===== config.mk =====
export PLATFORM = sky130hd
export DESIGN_NAME = riff_wave_pcm_parser
export DESIGN_NICKNAME = d
export VERILOG_FILES = /design/src/rwp_pkg.sv /design/src/riff_wave_pcm_parser.sv
export SDC_FILE = /design/constraint.sdc
export NUM_CORES = 1
export LEC_CHECK = 0
export BUFFER_PORTS_ARGS = -buffer_cell sky130_fd_sc_hd__buf_2
export CAP_MARGIN = 20
export CORE_UTILIZATION = 50
export CTS_CLUSTER_DIAMETER = 120
export DETAILED_ROUTE_END_ITERATION = 8
export PLACE_DENSITY_LB_ADDON = 0.1
export SLEW_MARGIN = 20
export SYNTH_ARGS = -nofsm -noshare
export SYNTH_HDL_FRONTEND = slang
export SYNTH_SLANG_ARGS = --single-unit
export TNS_END_PERCENT = 10

===== constraint.sdc =====
create_clock -name clk_i -period 14.62 [get_ports clk_i]
set_input_delay 2.193 -clock clk_i [delete_from_list [all_inputs] [get_ports clk_i]]
set_output_delay 2.193 -clock clk_i [all_outputs]
set_load 0.03 [all_outputs]

===== src/rwp_pkg.sv =====
// Shared types and constants for the RIFF/WAVE PCM parser.
`timescale 1ns / 1ps

package rwp_pkg;

  // Four-character codes, first file byte in the top bits
  localparam logic [31:0] ID_RIFF = 32'h5249_4646;
  localparam logic [31:0] ID_WAVE = 32'h5741_5645;
  localparam logic [31:0] ID_FMT  = 32'h666D_7420;
  localparam logic [31:0] ID_DATA = 32'h6461_7461;

  localparam logic [31:0] FMT_BYTES        = 32'd16;
  localparam logic [31:0] DEFAULT_MAX_DATA = 32'd67108864;  // 64 MiB

  // Byte counter inside the RIFF header, chunk headers and fmt body
  localparam int unsigned CNT_W = 4;

  localparam int unsigned TDATA_W = 160;
  localparam int unsigned TUSER_W = 2;

  // Result codes
  localparam logic [3:0] ERR_NONE         = 4'd0;
  localparam logic [3:0] ERR_RIFF_TRUNC   = 4'd1;
  localparam logic [3:0] ERR_NOT_WAVE     = 4'd2;
  localparam logic [3:0] ERR_FMT_TRUNC    = 4'd3;
  localparam logic [3:0] ERR_FMT_TAG      = 4'd4;
  localparam logic [3:0] ERR_DATA_EMPTY   = 4'd5;
  localparam logic [3:0] ERR_DATA_LARGE   = 4'd6;
  localparam logic [3:0] ERR_DATA_TRUNC   = 4'd7;
  localparam logic [3:0] ERR_NO_FMT       = 4'd8;
  localparam logic [3:0] ERR_NO_DATA      = 4'd9;
  localparam logic [3:0] ERR_BAD_FORMAT   = 4'd10;
  localparam logic [3:0] ERR_BAD_BITS     = 4'd11;

  localparam logic [15:0] PCM_TAG = 16'd1;

  // Parser phase, one-hot
  typedef enum logic [4:0] {
    PH_RIFF = 5'b00001,
    PH_HDR  = 5'b00010,
    PH_FMT  = 5'b00100,
    PH_SKIP = 5'b01000,
    PH_DATA = 5'b10000
  } phase_e;

  // One result beat as it leaves on the master side
  typedef struct packed {
    logic [TUSER_W-1:0] user;
    logic [TDATA_W-1:0] data;
  } res_t;

endpackage


===== src/riff_wave_pcm_parser.sv =====
// RIFF/WAVE PCM parser top level: header check, chunk walk, sample stream, report.
//
// Channel   Dir  Beat           Contents
// s_axis    in   file byte      tlast = end marker, tdata[7:0] = byte value
// m_axis    out  sample/report  tuser = kind, chunk start; tdata = sample and report fields
// cfg       in   write only     max_data_bytes
//
// One input transfer is taken every cycle while the skid stage is empty; each byte
// updates the parse state in the same cycle and any result is registered in the
// output register, or in the skid stage while the output is stalled. Both sit on the
// master side, so a stalled result does not block input until both are full.
// Reset clears the parse control state, the output stages and sets max_data_bytes
// to 64 MiB; the shifter and held format fields are always written before use.
`timescale 1ns / 1ps

module riff_wave_pcm_parser (
  input  logic                        clk_i,
  input  logic                        rst_ni,
  input  logic                        s_axis_tvalid,
  output logic                        s_axis_tready,
  input  logic [7:0]                  s_axis_tdata,   // [7:0] byte_value
  input  logic                        s_axis_tlast,   // end_marker
  output logic                        m_axis_tvalid,
  input  logic                        m_axis_tready,
  // [7:0] sample_byte, [11:8] error_code, [27:12] channel_count, [59:28] rate_hz,
  // [91:60] bytes_per_second, [107:92] frame_align, [123:108] sample_bits,
  // [155:124] data_length, [159:156] zero
  output logic [rwp_pkg::TDATA_W-1:0] m_axis_tdata,
  output logic [rwp_pkg::TUSER_W-1:0] m_axis_tuser,   // [0] kind, [1] chunk_start
  input  logic                        cfg_we_i,
  input  logic [31:0]                 cfg_wdata_i
);

  // Configuration
  logic [31:0] max_data_q;

  // Parse state
  rwp_pkg::phase_e            phase_q, phase_d;
  logic [rwp_pkg::CNT_W-1:0]  cnt_q, cnt_d;
  logic [31:0]                chunk_len_q, chunk_len_d;
  logic [63:0]                shift_q, shift_d;
  logic [15:0]                channels_q, channels_d;
  logic [31:0]                rate_q, rate_d;
  logic [31:0]                byte_rate_q, byte_rate_d;
  logic [15:0]                align_q, align_d;
  logic [15:0]                bits_q, bits_d;
  logic [31:0]                data_len_q, data_len_d;
  logic                       seen_fmt_q, seen_fmt_d;
  logic                       seen_data_q, seen_data_d;
  logic                       pad_q, pad_d;
  logic [3:0]                 sticky_q, sticky_d;

  // Output stages
  rwp_pkg::res_t out_q, skid_q, res;
  logic          out_valid_q, skid_valid_q, res_valid;

  logic        in_acc;
  logic [31:0] hdr_size;
  logic [31:0] skip_len;
  logic [3:0]  rep_err;

  assign s_axis_tready = !skid_valid_q;
  assign in_acc        = s_axis_tvalid && s_axis_tready;

  // Chunk size, little-endian in the last four header bytes (current byte on top)
  assign hdr_size = {s_axis_tdata, shift_q[7:0], shift_q[15:8], shift_q[23:16]};
  assign skip_len = chunk_len_q - rwp_pkg::FMT_BYTES;

  // Report code: first error in file order, then the final checks
  always_comb begin
    rep_err = sticky_q;
    if (rep_err == rwp_pkg::ERR_NONE) begin
      if (phase_q == rwp_pkg::PH_RIFF)      rep_err = rwp_pkg::ERR_RIFF_TRUNC;
      else if (phase_q == rwp_pkg::PH_FMT)  rep_err = rwp_pkg::ERR_FMT_TRUNC;
      else if (phase_q == rwp_pkg::PH_DATA) rep_err = rwp_pkg::ERR_DATA_TRUNC;
      else if (!seen_fmt_q)                 rep_err = rwp_pkg::ERR_NO_FMT;
      else if (!seen_data_q)                rep_err = rwp_pkg::ERR_NO_DATA;
      else if (channels_q == 16'd0 || rate_q == 32'd0 ||
               align_q == 16'd0 || byte_rate_q == 32'd0) begin
        rep_err = rwp_pkg::ERR_BAD_FORMAT;
      end else if (bits_q != 16'd8 && bits_q != 16'd16) begin
        rep_err = rwp_pkg::ERR_BAD_BITS;
      end
    end
  end

  // Per-byte parse step and result forming
  always_comb begin
    phase_d     = phase_q;
    cnt_d       = cnt_q;
    chunk_len_d = chunk_len_q;
    shift_d     = shift_q;
    channels_d  = channels_q;
    rate_d      = rate_q;
    byte_rate_d = byte_rate_q;
    align_d     = align_q;
    bits_d      = bits_q;
    data_len_d  = data_len_q;
    seen_fmt_d  = seen_fmt_q;
    seen_data_d = seen_data_q;
    pad_d       = pad_q;
    sticky_d    = sticky_q;
    res_valid   = 1'b0;
    res.user    = '0;
    res.data    = '0;

    if (in_acc) begin
      if (s_axis_tlast) begin
        // End of file: one report, then back to the start
        res_valid = 1'b1;
        res.user  = 2'b01;
        if (rep_err == rwp_pkg::ERR_NONE) begin
          res.data = {4'd0, data_len_q, bits_q, align_q, byte_rate_q, rate_q,
                      channels_q, rep_err, 8'd0};
        end else begin
          res.data[11:8] = rep_err;
        end
        phase_d     = rwp_pkg::PH_RIFF;
        cnt_d       = '0;
        chunk_len_d = '0;
        seen_fmt_d  = 1'b0;
        seen_data_d = 1'b0;
        pad_d       = 1'b0;
        sticky_d    = rwp_pkg::ERR_NONE;
      end else if (sticky_q == rwp_pkg::ERR_NONE) begin
        case (phase_q)
          // RIFF....WAVE header
          rwp_pkg::PH_RIFF: begin
            shift_d = {shift_q[55:0], s_axis_tdata};
            cnt_d   = cnt_q + 4'd1;
            if (cnt_q == 4'd3) begin
              chunk_len_d = shift_d[31:0];
            end
            if (cnt_q == 4'd11) begin
              if (chunk_len_q != rwp_pkg::ID_RIFF || shift_d[31:0] != rwp_pkg::ID_WAVE) begin
                sticky_d = rwp_pkg::ERR_NOT_WAVE;
              end else begin
                phase_d     = rwp_pkg::PH_HDR;
                cnt_d       = '0;
                chunk_len_d = '0;
              end
            end
          end
          // Chunk header: fourcc then size
          rwp_pkg::PH_HDR: begin
            shift_d = {shift_q[55:0], s_axis_tdata};
            cnt_d   = cnt_q + 4'd1;
            if (cnt_q == 4'd7) begin
              cnt_d = '0;
              if (shift_d[63:32] == rwp_pkg::ID_FMT) begin
                if (hdr_size < rwp_pkg::FMT_BYTES) begin
                  sticky_d = rwp_pkg::ERR_FMT_TRUNC;
                end else begin
                  chunk_len_d = hdr_size;
                  phase_d     = rwp_pkg::PH_FMT;
                end
              end else if (shift_d[63:32] == rwp_pkg::ID_DATA) begin
                if (hdr_size == 32'd0) begin
                  sticky_d = rwp_pkg::ERR_DATA_EMPTY;
                end else if (hdr_size > max_data_q) begin
                  sticky_d = rwp_pkg::ERR_DATA_LARGE;
                end else begin
                  data_len_d  = hdr_size;
                  chunk_len_d = hdr_size;
                  pad_d       = hdr_size[0];
                  phase_d     = rwp_pkg::PH_DATA;
                end
              end else begin
                chunk_len_d = hdr_size;
                pad_d       = hdr_size[0];
                phase_d     = (hdr_size == 32'd0 && !hdr_size[0]) ? rwp_pkg::PH_HDR
                                                                  : rwp_pkg::PH_SKIP;
              end
            end
          end
          // 16 format bytes, little-endian fields shifted in from the top
          rwp_pkg::PH_FMT: begin
            cnt_d = cnt_q + 4'd1;
            if (cnt_q == 4'd0)       shift_d = {56'd0, s_axis_tdata};
            else if (cnt_q == 4'd1)  shift_d[15:8] = s_axis_tdata;
            else if (cnt_q < 4'd4)   channels_d  = {s_axis_tdata, channels_q[15:8]};
            else if (cnt_q < 4'd8)   rate_d      = {s_axis_tdata, rate_q[31:8]};
            else if (cnt_q < 4'd12)  byte_rate_d = {s_axis_tdata, byte_rate_q[31:8]};
            else if (cnt_q < 4'd14)  align_d     = {s_axis_tdata, align_q[15:8]};
            else                     bits_d      = {s_axis_tdata, bits_q[15:8]};
            if (cnt_q == 4'd15) begin
              cnt_d = '0;
              if (shift_q[15:0] != rwp_pkg::PCM_TAG) begin
                sticky_d = rwp_pkg::ERR_FMT_TAG;
              end else begin
                seen_fmt_d  = 1'b1;
                chunk_len_d = skip_len;
                pad_d       = chunk_len_q[0];
                phase_d     = (skip_len == 32'd0 && !chunk_len_q[0]) ? rwp_pkg::PH_HDR
                                                                     : rwp_pkg::PH_SKIP;
              end
            end
          end
          // Skipped body, then the pad byte of an odd chunk
          rwp_pkg::PH_SKIP: begin
            if (chunk_len_q != 32'd0) chunk_len_d = chunk_len_q - 32'd1;
            else                      pad_d       = 1'b0;
            if (chunk_len_d == 32'd0 && !pad_d) begin
              phase_d = rwp_pkg::PH_HDR;
              cnt_d   = '0;
            end
          end
          // Data body: every byte goes out as a sample
          rwp_pkg::PH_DATA: begin
            res_valid        = 1'b1;
            res.user         = {(cnt_q == '0), 1'b0};
            res.data[7:0]    = s_axis_tdata;
            cnt_d            = 4'd1;
            if (chunk_len_q != 32'd0) chunk_len_d = chunk_len_q - 32'd1;
            if (chunk_len_d == 32'd0) begin
              seen_data_d = 1'b1;
              cnt_d       = '0;
              phase_d     = pad_q ? rwp_pkg::PH_SKIP : rwp_pkg::PH_HDR;
            end
          end
          default: begin
            phase_d = rwp_pkg::PH_RIFF;
          end
        endcase
      end
    end
  end

  // Configuration register
  always_ff @(posedge clk_i or negedge rst_ni) begin
    if (!rst_ni) begin
      max_data_q <= rwp_pkg::DEFAULT_MAX_DATA;
    end else if (cfg_we_i) begin
      max_data_q <= cfg_wdata_i;
    end
  end

  // Parse control state
  always_ff @(posedge clk_i or negedge rst_ni) begin
    if (!rst_ni) begin
      phase_q     <= rwp_pkg::PH_RIFF;
      cnt_q       <= '0;
      chunk_len_q <= '0;
      seen_fmt_q  <= 1'b0;
      seen_data_q <= 1'b0;
      pad_q       <= 1'b0;
      sticky_q    <= rwp_pkg::ERR_NONE;
    end else begin
      phase_q     <= phase_d;
      cnt_q       <= cnt_d;
      chunk_len_q <= chunk_len_d;
      seen_fmt_q  <= seen_fmt_d;
      seen_data_q <= seen_data_d;
      pad_q       <= pad_d;
      sticky_q    <= sticky_d;
    end
  end

  // Header shifter and held format fields; only read once fully written
  always_ff @(posedge clk_i) begin
    shift_q     <= shift_d;
    channels_q  <= channels_d;
    rate_q      <= rate_d;
    byte_rate_q <= byte_rate_d;
    align_q     <= align_d;
    bits_q      <= bits_d;
    data_len_q  <= data_len_d;
  end

  // Output register and skid stage
  always_ff @(posedge clk_i or negedge rst_ni) begin
    if (!rst_ni) begin
      out_valid_q  <= 1'b0;
      skid_valid_q <= 1'b0;
    end else if (!out_valid_q || m_axis_tready) begin
      if (skid_valid_q) begin
        out_valid_q  <= 1'b1;
        skid_valid_q <= 1'b0;
      end else begin
        out_valid_q  <= res_valid;
      end
    end else if (res_valid) begin
      skid_valid_q <= 1'b1;
    end
  end

  always_ff @(posedge clk_i) begin
    if (!out_valid_q || m_axis_tready) begin
      out_q <= skid_valid_q ? skid_q : res;
    end else if (res_valid) begin
      skid_q <= res;
    end
  end

  assign m_axis_tvalid = out_valid_q;
  assign m_axis_tdata  = out_q.data;
  assign m_axis_tuser  = out_q.user;

  // Checks
  a_skid_behind_out: assert property (@(posedge clk_i) disable iff (!rst_ni)
    skid_valid_q |-> out_valid_q)
    else $error("skid stage holds a result while the output register is empty");

  a_stall_only_full: assert property (@(posedge clk_i) disable iff (!rst_ni)
    !s_axis_tready |-> (out_valid_q && skid_valid_q))
    else $error("input stalled with room in the output stages");

  a_report_restarts: assert property (@(posedge clk_i) disable iff (!rst_ni)
    (in_acc && s_axis_tlast) |=> (phase_q == rwp_pkg::PH_RIFF &&
                                  sticky_q == rwp_pkg::ERR_NONE && cnt_q == '0))
    else $error("parser did not restart after the end marker");

  a_no_sample_after_error: assert property (@(posedge clk_i) disable iff (!rst_ni)
    (in_acc && !s_axis_tlast && sticky_q != rwp_pkg::ERR_NONE) |-> !res_valid)
    else $error("result produced after a sticky error");

endmodule

==> out/results.txt, run 1 <==
Run status: finished clean
Worst hold slack after final layout: 0.450 ns
Aggregate routed wire length: 71,500 µm
Ratio of total power to cell area: 205 mW/mm²
Pin count of the biggest net entering global routing: 261
Layout Nets: 2,299
Max stage delay cell, worst path: buf_4
Final standard cell count with taps included and fillers excluded: 2,944
Total of endpoints with negative setup slack in the final report: 0
Detailed Place HPWL: 46,400 µm
First-pass iteration count of the detailed router: 5
Post-route setup slack: 9.24 ns
Effective utilization at floorplan: 51.0%
Combined global-route utilization of all metal layers: 26.6%
Number of clock sinks seen by CTS: 597
Via count of the first global-routing pass: 17.1k
H-tree lvl count: 2
Worst hold-check path type: reg -> reg
Post-synth cell types: 87
Vias per Instance: 6.05
DIE WIDTH: 232 µm
Final hold vios: 0
Unrepaired setup endpoints after global routing: no
Slew Viols, Final: 0
Highest cell delay on the worst timing path: 0.90 ns
Dpl ws: 8.57 ns
Number of synthesis warnings: 0
Crit path capture type: register
Later-pin clock latency in the skew report: 0.65 ns
Synth Cell Area: 0.0264 mm²
Critical path class: in -> reg
Worst EP required: 14.87 ns
Antenna Diode Count: 0
Setup tns final: 0 ns
Number of hold-repair buffers added at the cts stage: 0
Most frequent cell after synthesis: edfxtp_1
Top cells by count, synth: edfxtp_1, and2_1, nand2_1
Post-synthesis async set-or-reset flop share: 13.6%
Standard cell core area: 0.0518 mm²
Antenna viol nets, final: 0
DIE HEIGHT: 232 µm
Gpl congestion: 1.02
Final core utilization: 58.0%
Port Buf Inserts: 205
Total area of multi-input combinational cells: 0.00833 mm²
Most frequent cell on the critical path: buf_4
First-pass GRT wire length: 108,000 µm
Number of instances in the synthesized netlist: 2,036
Arrival time reported for the critical path endpoint: 5.63 ns
Layout cells sized above 1: 16.7%
Number of antenna violations at the first check in global routing: 2
CTS root buf: clkbuf_16
Maximum fanout count along the critical path: 72
VDD IR max: 351 µV
Clock tree from TritonCTS: yes
Final worst clock skew: 0.0420 ns
Max-cap check violation count: 0
Fill cell instance count of the final layout: 4,207
Post-layout min period: 5.38 ns
Number of enable flip-flop cells after synthesis: 516
CP Cell Sequence: buf_2, nand2_1, clkinv_1, nor2_1, nor2_4, buf_4, buf_4
Full die area: 0.0538 mm²
Number of cells in the design after placement: 2,830
Dominant cells by area after synthesis: edfxtp_1, dfrtp_1, and2_1
Row cnt: 83
Sequential share of the synthesized area: 66.3%
Achievable Freq: 186 MHz
Area grow syn2layout: 13.7%
Top cell type by total area after synthesis: edfxtp_1
Clock input transition at the sequential cells of the worst setup and hold paths: 0.06 ns
Critical path buffers and inverters: 4
Number of register bits inferred by synthesis: 597
Post-detailed-route wirelength per cell: 24.3 µm
Category of cells accounting for the largest share of critical-path delay: buffers and inverters
Buffers from clock root to sink, at most: 3
Mean Syn Cell Area: 13.0 µm²
Primary FF master, synth: edfxtp_1
Post-cts gate resize count: 0
Fraction of synthesized cell area taken by the top area cell type: 58.6%
Worst rel slew slack: 19.0%
Total overflow reported by the global router: 0
I/O pins: 210
Via Count: 17.8k
Leakage power summed over all cells: 11.6 nW
Total clock buffers created by CTS: 61
Worst-Margin Slew: 1.22 ns
Residual DRC count: 0
Critical Path Start Type: primary input
Register area: 0.0175 mm²
Initial detailed-routing violation count: 1,517
Crit share post-route: 36.8%
Count of buffers added by post-CTS timing repair for setup: 0
[power breakdown]
part	internal (mW)	switching, mW	total [mW]
clock	0.827	0.660	1.49
combinational	0.786	1.66	2.45
sequential	2.02	0.203	2.22
[final timing paths]
check,cells after the start,from,to,slack (ns)
worst max-delay path,7,s_axis_tlast,skid_q[74],9.24
worst min-delay path,0,bits_q[13],bits_q[5],0.45
worst max register to register,10,chunk_len_q[4],cnt_q[0],9.72
worst min register to register,0,bits_q[13],bits_q[5],0.45
max in group asynchronous,2,rst_ni,skid_valid_q,11.91
min in group asynchronous,1,rst_ni,chunk_len_q[11],1.46
[layer usage]
| metal | up-vias | wire length, µm | part of all wire, % | global-route usage [%] |
|---|---|---|---|---|
| li1 | 8076 | - | - | - |
| met2 | 741 | 32800 | 46 | 40.9 |
| met5 | - | 0 | 0 | 0 |
| met3 | 147 | 4970 | 6.9 | 4.24 |
| met4 | 0 | 2590 | 3.6 | 9.56 |
| met1 | 8856 | 31100 | 44 | 38.3 |
[layout by cell type (no fill, tap or decap), types with 7 or more instances in the layout]
master	instances
nor2_1	82
nor3_1	26
clkbuf_1	9
buf_2	204
o31ai_1	13
o21ai_0	95
mux2i_1	11
and2_1	197
clkinv_2	14
a21o_1	33
or4_1	8
nand3_1	40
nor4_2	8
and4_1	8
a22o_1	133
a21oi_1	63
a211oi_1	9
conb_1	18
xnor2_1	13
inv_1	49
clkbuf_16	61
nand4_1	33
buf_4	26
dfrtp_1	78
or2_2	7
clkinv_1	15
nor4b_1	9
or3_1	13
xor2_1	17
nor4_1	67
a221oi_1	13
ha_1	40
edfxtp_1	516
a31oi_1	11
o31a_1	10
nand2_1	174
[worst register-to-register path, cell delays in order, from the launching register on]
cell     delay, ns
dfrtp_1       0.51
inv_1         0.16
ha_1          0.46
nor4b_1       0.88
nand4_1       0.64
o31a_1        0.48
nor4_1        0.42
and4_1        0.40
nand4_4       0.19
a21oi_2       0.32
mux2_1        0.34
[cells by family after synthesis]
group,synth area share [%]
and+or+nand+nor,15.6
DFF,66.3
AOI/OAI and AO/OA,11.8
buffers and inverters,2.81
adders and majority gates,1.89
xor gates and xnor gates,0.994
muxes,0.629
other,0.0142
[stage by stage]
step	area [µm²]	total power, mW
finish	30100	6.16
detailed placement	28100	4.64
global placement	28100	4.64
floorplan	26500	3.92
global route	30100	6.45
CTS	30100	6.13
[cell type report]
type / instances / share of cell area (%)
multi-input cells: 1271 / 27.7
flip-flops and latches: 597 / 58.3
clock inverters: 43 / 1.14
repair buffers: 232 / 4.15
clock buffers: 71 / 5.24
inverters: 50 / 0.624
well taps: 680 / 2.83
[flip-flops by register name (all words and copies together) (netlist names), 32 cells and up]
register      flops
data_len_q       32
byte_rate_q      32
rate_q           32
skid_q          158
shift_q          56
max_data_q       32
chunk_len_q      32
m_axis_tdata    156
No activity file was read; power rests on OpenSTA's default activity.
==> run 2: changes to the inputs <==
==> constraint.sdc (replaced) <==
create_clock -name clk_i -period 5.2 [get_ports clk_i]
set_input_delay 0.78 -clock clk_i [delete_from_list [all_inputs] [get_ports clk_i]]
set_output_delay 0.78 -clock clk_i [all_outputs]
set_load 0.03 [all_outputs]
==> run 2 against run 1 <==
Net effect:
- routed wire length rose by 2.9%
- die area did not move
- worst setup slack got worse by 8.1 ns
- largest power group unchanged
- cell area rose by 0.74%
- critical path depth rose by 3
==> out/results.txt, run 2 (synthesis gave the netlist of run 1 again) <==
Reg2Reg Launch Point: chunk_len_q[4]
DIE HEIGHT: 232 µm (unchanged)
Full die area: 0.0538 mm² (unchanged)
Residual DRC count: 0 (unchanged)
First-pass iteration count of the detailed router: 5 (unchanged)
Post-layout min period: 4.01 ns
Switching part of the total power: 40.6% (-0.46 points)
Effective utilization at floorplan: 51.0% (unchanged)
H-tree lvl count: 2 (unchanged)
Count of buffers added by post-CTS timing repair for setup: 0 (unchanged)
Max stage delay cell, worst path: or4_1
Row cnt: 83 (unchanged)
Via Count: 17.8k (-0.29%)
Crit share post-route: 77.1%
Combined global-route utilization of all metal layers: 27.5% (+0.89 points)
Highest cell delay on the worst timing path: 0.59 ns (-0.31 ns)
Initial detailed-routing violation count: 1,161 (-23%)
Flip-flop count of the largest register, all copies and words added: 158 (unchanged)
Standard cell core area: 0.0518 mm² (unchanged)
Internal power: 10.5 mW (+190%)
Worst rel slew slack: 30.0% (+11 points)
Number of cells in the design after placement: 2,850 (+0.71%)
Total clock buffers created by CTS: 61 (unchanged)
Most flop-heavy register: skid_q
Leakage power summed over all cells: 11.7 nW (+1.2%)
Clock input transition at the sequential cells of the worst setup and hold paths: 0.06 ns (about the same)
Clock tree from TritonCTS: yes
Maximum fanout count along the critical path: 18 (-75%)
Number of hold-repair buffers added at the cts stage: 0 (unchanged)
Share of power burned in combinational logic: 40.4% (+0.6 points)
CTS root buf: clkbuf_16
Final worst clock skew: 0.0243 ns (-0.0178 ns)
Detailed Place HPWL: 48,100 µm (+3.7%)
Critical path buffers and inverters: 2 (-2)
Crit path capture type: register
Antenna Diode Count: 0 (unchanged)
R2R setup slack: 1.19 ns (-8.53 ns)
R2r endpoint: chunk_len_q[5]
Part of the total power dissipated in the clock network: 24.5% (+0.3 points)
Critical path class: reg -> reg
Total of endpoints with negative setup slack in the final report: 0 (unchanged)
Max-cap check violation count: 0 (unchanged)
Buffers from clock root to sink, at most: 3 (unchanged)
Final standard cell count with taps included and fillers excluded: 2,966 (+0.75%)
Post-detailed-route wirelength per cell: 24.8 µm (+2.1%)
I/O pins: 210 (unchanged)
NetSw: 7.18 mW (+180%)
Worst-Margin Slew: 1.05 ns (-0.166 ns)
Aggregate routed wire length: 73,600 µm (+2.9%)
Worst hold-check path type: in -> async
Port Buf Inserts: 205 (unchanged)
Critical Path Start Type: register
Total overflow reported by the global router: 0 (unchanged)
Layout cells sized above 1: 17.2% (+0.45 points)
Ratio of total power to cell area: 584 mW/mm² (+190%)
VDD IR max: 515 µV (+47%)
Post-cts gate resize count: 0 (unchanged)
Arrival time reported for the critical path endpoint: 4.49 ns (-1.14 ns)
Number of antenna violations at the first check in global routing: 0 (-2)
Gpl congestion: 0.998 (-1.9%)
Unrepaired setup endpoints after global routing: no
Layout Nets: 2,319 (+0.87%)
Worst EP required: 5.68 ns (-9.19 ns)
Commonest cells after routing, fill and taps aside: edfxtp_1, buf_2, and2_1, nand2_1, a22o_1
Via count of the first global-routing pass: 17.3k (+1.2%)
Most common cell after layout, fill and taps aside: edfxtp_1
Dpl ws: 1.05 ns (-7.51 ns)
R2r worst-path depth: 10 (unchanged)
Number of clock sinks seen by CTS: 597 (unchanged)
Antenna viol nets, final: 0 (unchanged)
Achievable Freq: 250 MHz
Run status: finished clean
Final hold vios: 0 (unchanged)
Total area of multi-input combinational cells: 0.00831 mm² (-0.17%)
Post-route setup slack: 1.19 ns (-8.05 ns)
DIE WIDTH: 232 µm (unchanged)
First-pass GRT wire length: 110,000 µm (+2.2%)
CP Cell Sequence: inv_1, ha_1, nand4_1, or4_1, or4_1, nor4_1, a21o_1, buf_4, or2_2, o21ai_0
Later-pin clock latency in the skew report: 0.64 ns (about the same)
Most frequent cell on the critical path: or4_1
Pin count of the biggest net entering global routing: 159 (-39%)
Flop pwr share: 35.1% (-1.0 points)
Vias per Instance: 5.99 (-1.0%)
Area grow syn2layout: 14.5%
Register area: 0.0175 mm² (unchanged)
Slew Viols, Final: 0 (unchanged)
Fill cell instance count of the final layout: 4,186 (-0.50%)
Category of cells accounting for the largest share of critical-path delay: simple AND/OR/NAND/NOR gates
-- run 2: power groups by stage --
stage | Combinational [mW] | Clock [mW] | Sequential (mW)
after CTS | 7.02 | 4.43 | 6.19
after global placement | 7.03 | 0 | 6.29
after detailed placement | 6.99 | 0 | 6.29
after global routing | 7.67 | 4.60 | 6.24
after floorplan | 4.69 | 0 | 6.33
final | 7.14 | 4.34 | 6.21
-- run 2: through the flow --
step | hold slack (ns) | TNS (ns) | cell area, µm² | power (mW) | utilization, %
after floorplan | 0.417 | -647.45 | 26500 | 11.0 | -
final | 0.262 | 0 | 30300 | 17.7 | 58.4
after global placement | 0.429 | 0 | 28300 | 13.3 | 54.6
after CTS | 0.265 | 0 | 30300 | 17.6 | 58.4
after detailed placement | 0.429 | 0 | 28300 | 13.3 | 54.6
after global routing | 0.300 | 0 | 30300 | 18.5 | 58.4
-- run 2: worst max path at each step --
| stage | end | slack (ns) | from | cells past startpoint |
|---|---|---|---|---|
| after floorplan | skid_q[0] | -4.10 | m_axis_tready | 2 |
| after CTS | cnt_q[0] | 1.25 | chunk_len_q[4] | 11 |
| after global routing | cnt_q[0] | 0.98 | chunk_len_q[13] | 9 |
| final | chunk_len_q[5] | 1.19 | chunk_len_q[4] | 10 |
| after global placement | cnt_q[0] | 1.09 | s_axis_tdata[0] | 9 |
| after detailed placement | chunk_len_q[7] | 1.05 | s_axis_tdata[0] | 9 |
-- run 2: routing by layer --
metal	wire, µm	GRT usage, %	up-vias
met2	33500	42.3	702
met5	0	0	-
met4	3050	11.4	0
met1	32000	38.6	8801
li1	-	-	8102
met3	5050	4.92	163
-- run 2: final cells by class --
cell class	instances	share of cell area, %
Timing Repair Buffer	252	4.64
Clock inverter	38	1.30
Tap cell	680	2.81
Sequential cell	597	57.9
Inverter	50	0.620
Clock buffer	78	5.28
Multi-Input combinational cell	1271	27.5
==> run 3: changes to the inputs <==
==> constraint.sdc (replaced) <==
create_clock -name clk_i -period 3.6 [get_ports clk_i]
set_input_delay 0.54 -clock clk_i [delete_from_list [all_inputs] [get_ports clk_i]]
set_output_delay 0.54 -clock clk_i [all_outputs]
set_load 0.03 [all_outputs]
==> run 3 against run 2 <==
Net effect:
- cell area rose by 5.8%
- routed wire length rose by 3.6%
- global-route usage rose by 0.98 points
- clock power rose by 44%
- flip-flop and latch count did not move
- largest cell class unchanged
- highest routed layer unchanged
==> out/results.txt, run 3 (synthesis gave the netlist of run 1 again) <==
Combined global-route utilization of all metal layers: 28.5% (+0.98 points)
Highest cell delay on the worst timing path: 0.57 ns (-0.02 ns)
Total of endpoints with negative setup slack in the final report: 0 (unchanged)
Layout Nets: 2,523 (+8.8%)
Total clock buffers created by CTS: 59 (-3.3%)
Worst EP required: 4.11 ns (-1.57 ns)
Achievable Freq: 289 MHz (+16%)
Max stage delay cell, worst path: dfrtp_1
Number of cells on the worst hold path: 3
Standard cell core area: 0.0518 mm² (unchanged)
Antenna Diode Count: 0 (unchanged)
R2R setup slack: 0.15 ns (-1.05 ns)
Switching part of the total power: 38.9% (-1.6 points)
Ratio of total power to cell area: 867 mW/mm² (+48%)
Most flop-heavy register: skid_q
Clock input transition at the sequential cells of the worst setup and hold paths: 0.07 ns (about the same)
Fill cell instance count of the final layout: 4,085 (-2.4%)
Port Buf Inserts: 205 (unchanged)
Worst hold slack after final layout: 0.103 ns (-0.159 ns)
Vias per Instance: 5.86 (-2.2%)
Worst rel slew slack: 35.6% (+5.6 points)
Area grow syn2layout: 21.2%
R2r endpoint: cnt_q[0]
Residual DRC count: 0 (unchanged)
Internal power: 17.0 mW (+61%)
Final standard cell count with taps included and fillers excluded: 3,168 (+6.8%)
Final worst clock skew: 0.0457 ns (+0.0215 ns)
Crit path capture type: register
Run status: finished clean
Via count of the first global-routing pass: 18.1k (+4.8%)
Number of clock sinks seen by CTS: 597 (unchanged)
CTS root buf: clkbuf_16
Setup tns final: 0 ns (unchanged)
I/O pins: 210 (unchanged)
R2r worst-path depth: 11 (+1)
Total overflow reported by the global router: 0 (unchanged)
Most frequent cell on the critical path: buf_4
First-pass GRT wire length: 114,000 µm (+3.9%)
Worst hold-check path type: in -> reg
Leakage power summed over all cells: 12.8 nW (+9.2%)
Endpoint of the worst hold path: max_data_q[1]
Gpl congestion: 0.974 (-2.5%)
Layout cells sized above 1: 24.9% (+7.7 points)
NetSw: 10.8 mW (+51%)
Row cnt: 83 (unchanged)
Tot Pwr: 27.8 mW (+57%)
Flop pwr share: 31.6% (-3.5 points)
Slew Viols, Final: 0 (unchanged)
DIE HEIGHT: 232 µm (unchanged)
Share of power burned in combinational logic: 45.8% (+5.4 points)
Final hold vios: 0 (unchanged)
Post-route setup slack: 0.145 ns (-1.05 ns)
Part of the total power dissipated in the clock network: 22.6% (-1.9 points)
Category of cells accounting for the largest share of critical-path delay: simple AND/OR/NAND/NOR gates
Area post-placement: 0.0299 mm² (+5.7%)
Crit share post-route: 96.0% (+19 points)
Post-layout min period: 3.45 ns (-0.553 ns)
Later-pin clock latency in the skew report: 0.64 ns (about the same)
Arrival time reported for the critical path endpoint: 3.97 ns (-0.52 ns)
Full die area: 0.0538 mm² (unchanged)
Number of antenna violations at the first check in global routing: 2 (+2)
Critical path class: reg -> reg
Critical path buffers and inverters: 2 (unchanged)
H-tree lvl count: 2 (unchanged)
Pin count of the biggest net entering global routing: 161 (+1.3%)
Aggregate routed wire length: 76,200 µm (+3.6%)
Maximum fanout count along the critical path: 8 (-10)
Effective utilization at floorplan: 51.0% (unchanged)
Post-detailed-route wirelength per cell: 24.1 µm (-3.0%)
Most common cell after layout, fill and taps aside: edfxtp_1
Clock tree from TritonCTS: yes
CP Cell Sequence: nor4_4, buf_4, nand3_4, o31a_1, or3_1, a22o_1, nor4b_4, buf_4, nand4_4, a21oi_2, mux2_1
Number of cells in the design after placement: 3,052 (+7.1%)
Worst-Margin Slew: 0.966 ns (-0.0838 ns)
Final core utilization: 61.8% (+3.4 points)
Critical Path Start Type: register
First-pass iteration count of the detailed router: 5 (unchanged)
Commonest cells after routing, fill and taps aside: edfxtp_1, buf_4, buf_2, and2_1, nand2_1
Hold path start: cfg_wdata_i[1]
Buffers from clock root to sink, at most: 3 (unchanged)
Via Count: 18.6k (+4.5%)
DIE WIDTH: 232 µm (unchanged)
Antenna viol nets, final: 0 (unchanged)
VDD IR max: 685 µV (+33%)
Dpl ws: -0.255 ns (-1.31 ns)
Detailed Place HPWL: 53,200 µm (+11%)
Max-cap check violation count: 0 (unchanged)
Final instance area: 0.0320 mm² (+5.8%)
Initial detailed-routing violation count: 1,457 (+25%)
Flip-flop count of the largest register, all copies and words added: 158 (unchanged)
Reg2Reg Launch Point: chunk_len_q[8]
run 3: changes by cell type in the layout (fill, tap and decap cells not counted), moves of 6 or more:
cell / change
buf_4: +196
buf_12: +9
clkbuf_8: +9
clkinv_1: -7
nor4_1: -7
clkbuf_1: -6
nor4_2: +6
run 3: layout make-up:
cell class                 count  area, µm²  area share [%]
timing repair buffer         458       3070            9.57
clock inverter                33        354            1.10
multi-input combinational   1271       8410            26.2
tap                          680        851            2.65
inverter                      50        188           0.586
sequential                   597      17500            54.7
clock buffer                  79       1650            5.15
run 3: power groups by stage:
stage,clock [mW],combinational (mW),sequential (mW)
floorplan,0,6.77,9.14
global placement,0,12.2,8.89
global route,6.64,13.6,8.84
finish,6.27,12.7,8.79
CTS,6.40,12.4,8.76
detailed placement,0,12.3,8.89
run 3: metal layers:
metal / part of all wire [%] / routed length (µm) / global-route usage, %
met1: 43 / 33000 / 39.7
met3: 6.9 / 5280 / 5.34
met2: 46 / 34900 / 44.4
met4: 4.0 / 3060 / 10.8
met5: 0 / 0 / 0
run 3: tightest hold or removal path: cells and delay by family:
family,cells,cell delay [ns]
AO/OA/AOI/OAI,1,0.05
buffers and inverters,1,0.07
AND/OR/NAND/NOR,1,0.04
run 3: worst max-delay path by stage:
stage | from | to | cells after the start
2_1_floorplan | m_axis_tready | skid_q[0] | 2
3_3_place_gp | chunk_len_q[19] | cnt_q[0] | 11
3_5_place_dp | chunk_len_q[19] | cnt_q[0] | 11
4_1_cts | chunk_len_q[19] | cnt_q[0] | 11
5_1_grt | chunk_len_q[4] | chunk_len_q[16] | 11
6_report | chunk_len_q[8] | cnt_q[0] | 11
run 3: what timing repair did:
item | in CTS | in global routing
setup buffers | 2 | 1
endpoints found under the setup margin | 266 | 23
hold buffers | 1 | 0
pin swaps | 1 | 1
gates resized for setup | 5 | 15
hold endpoints to repair | 44 | 0
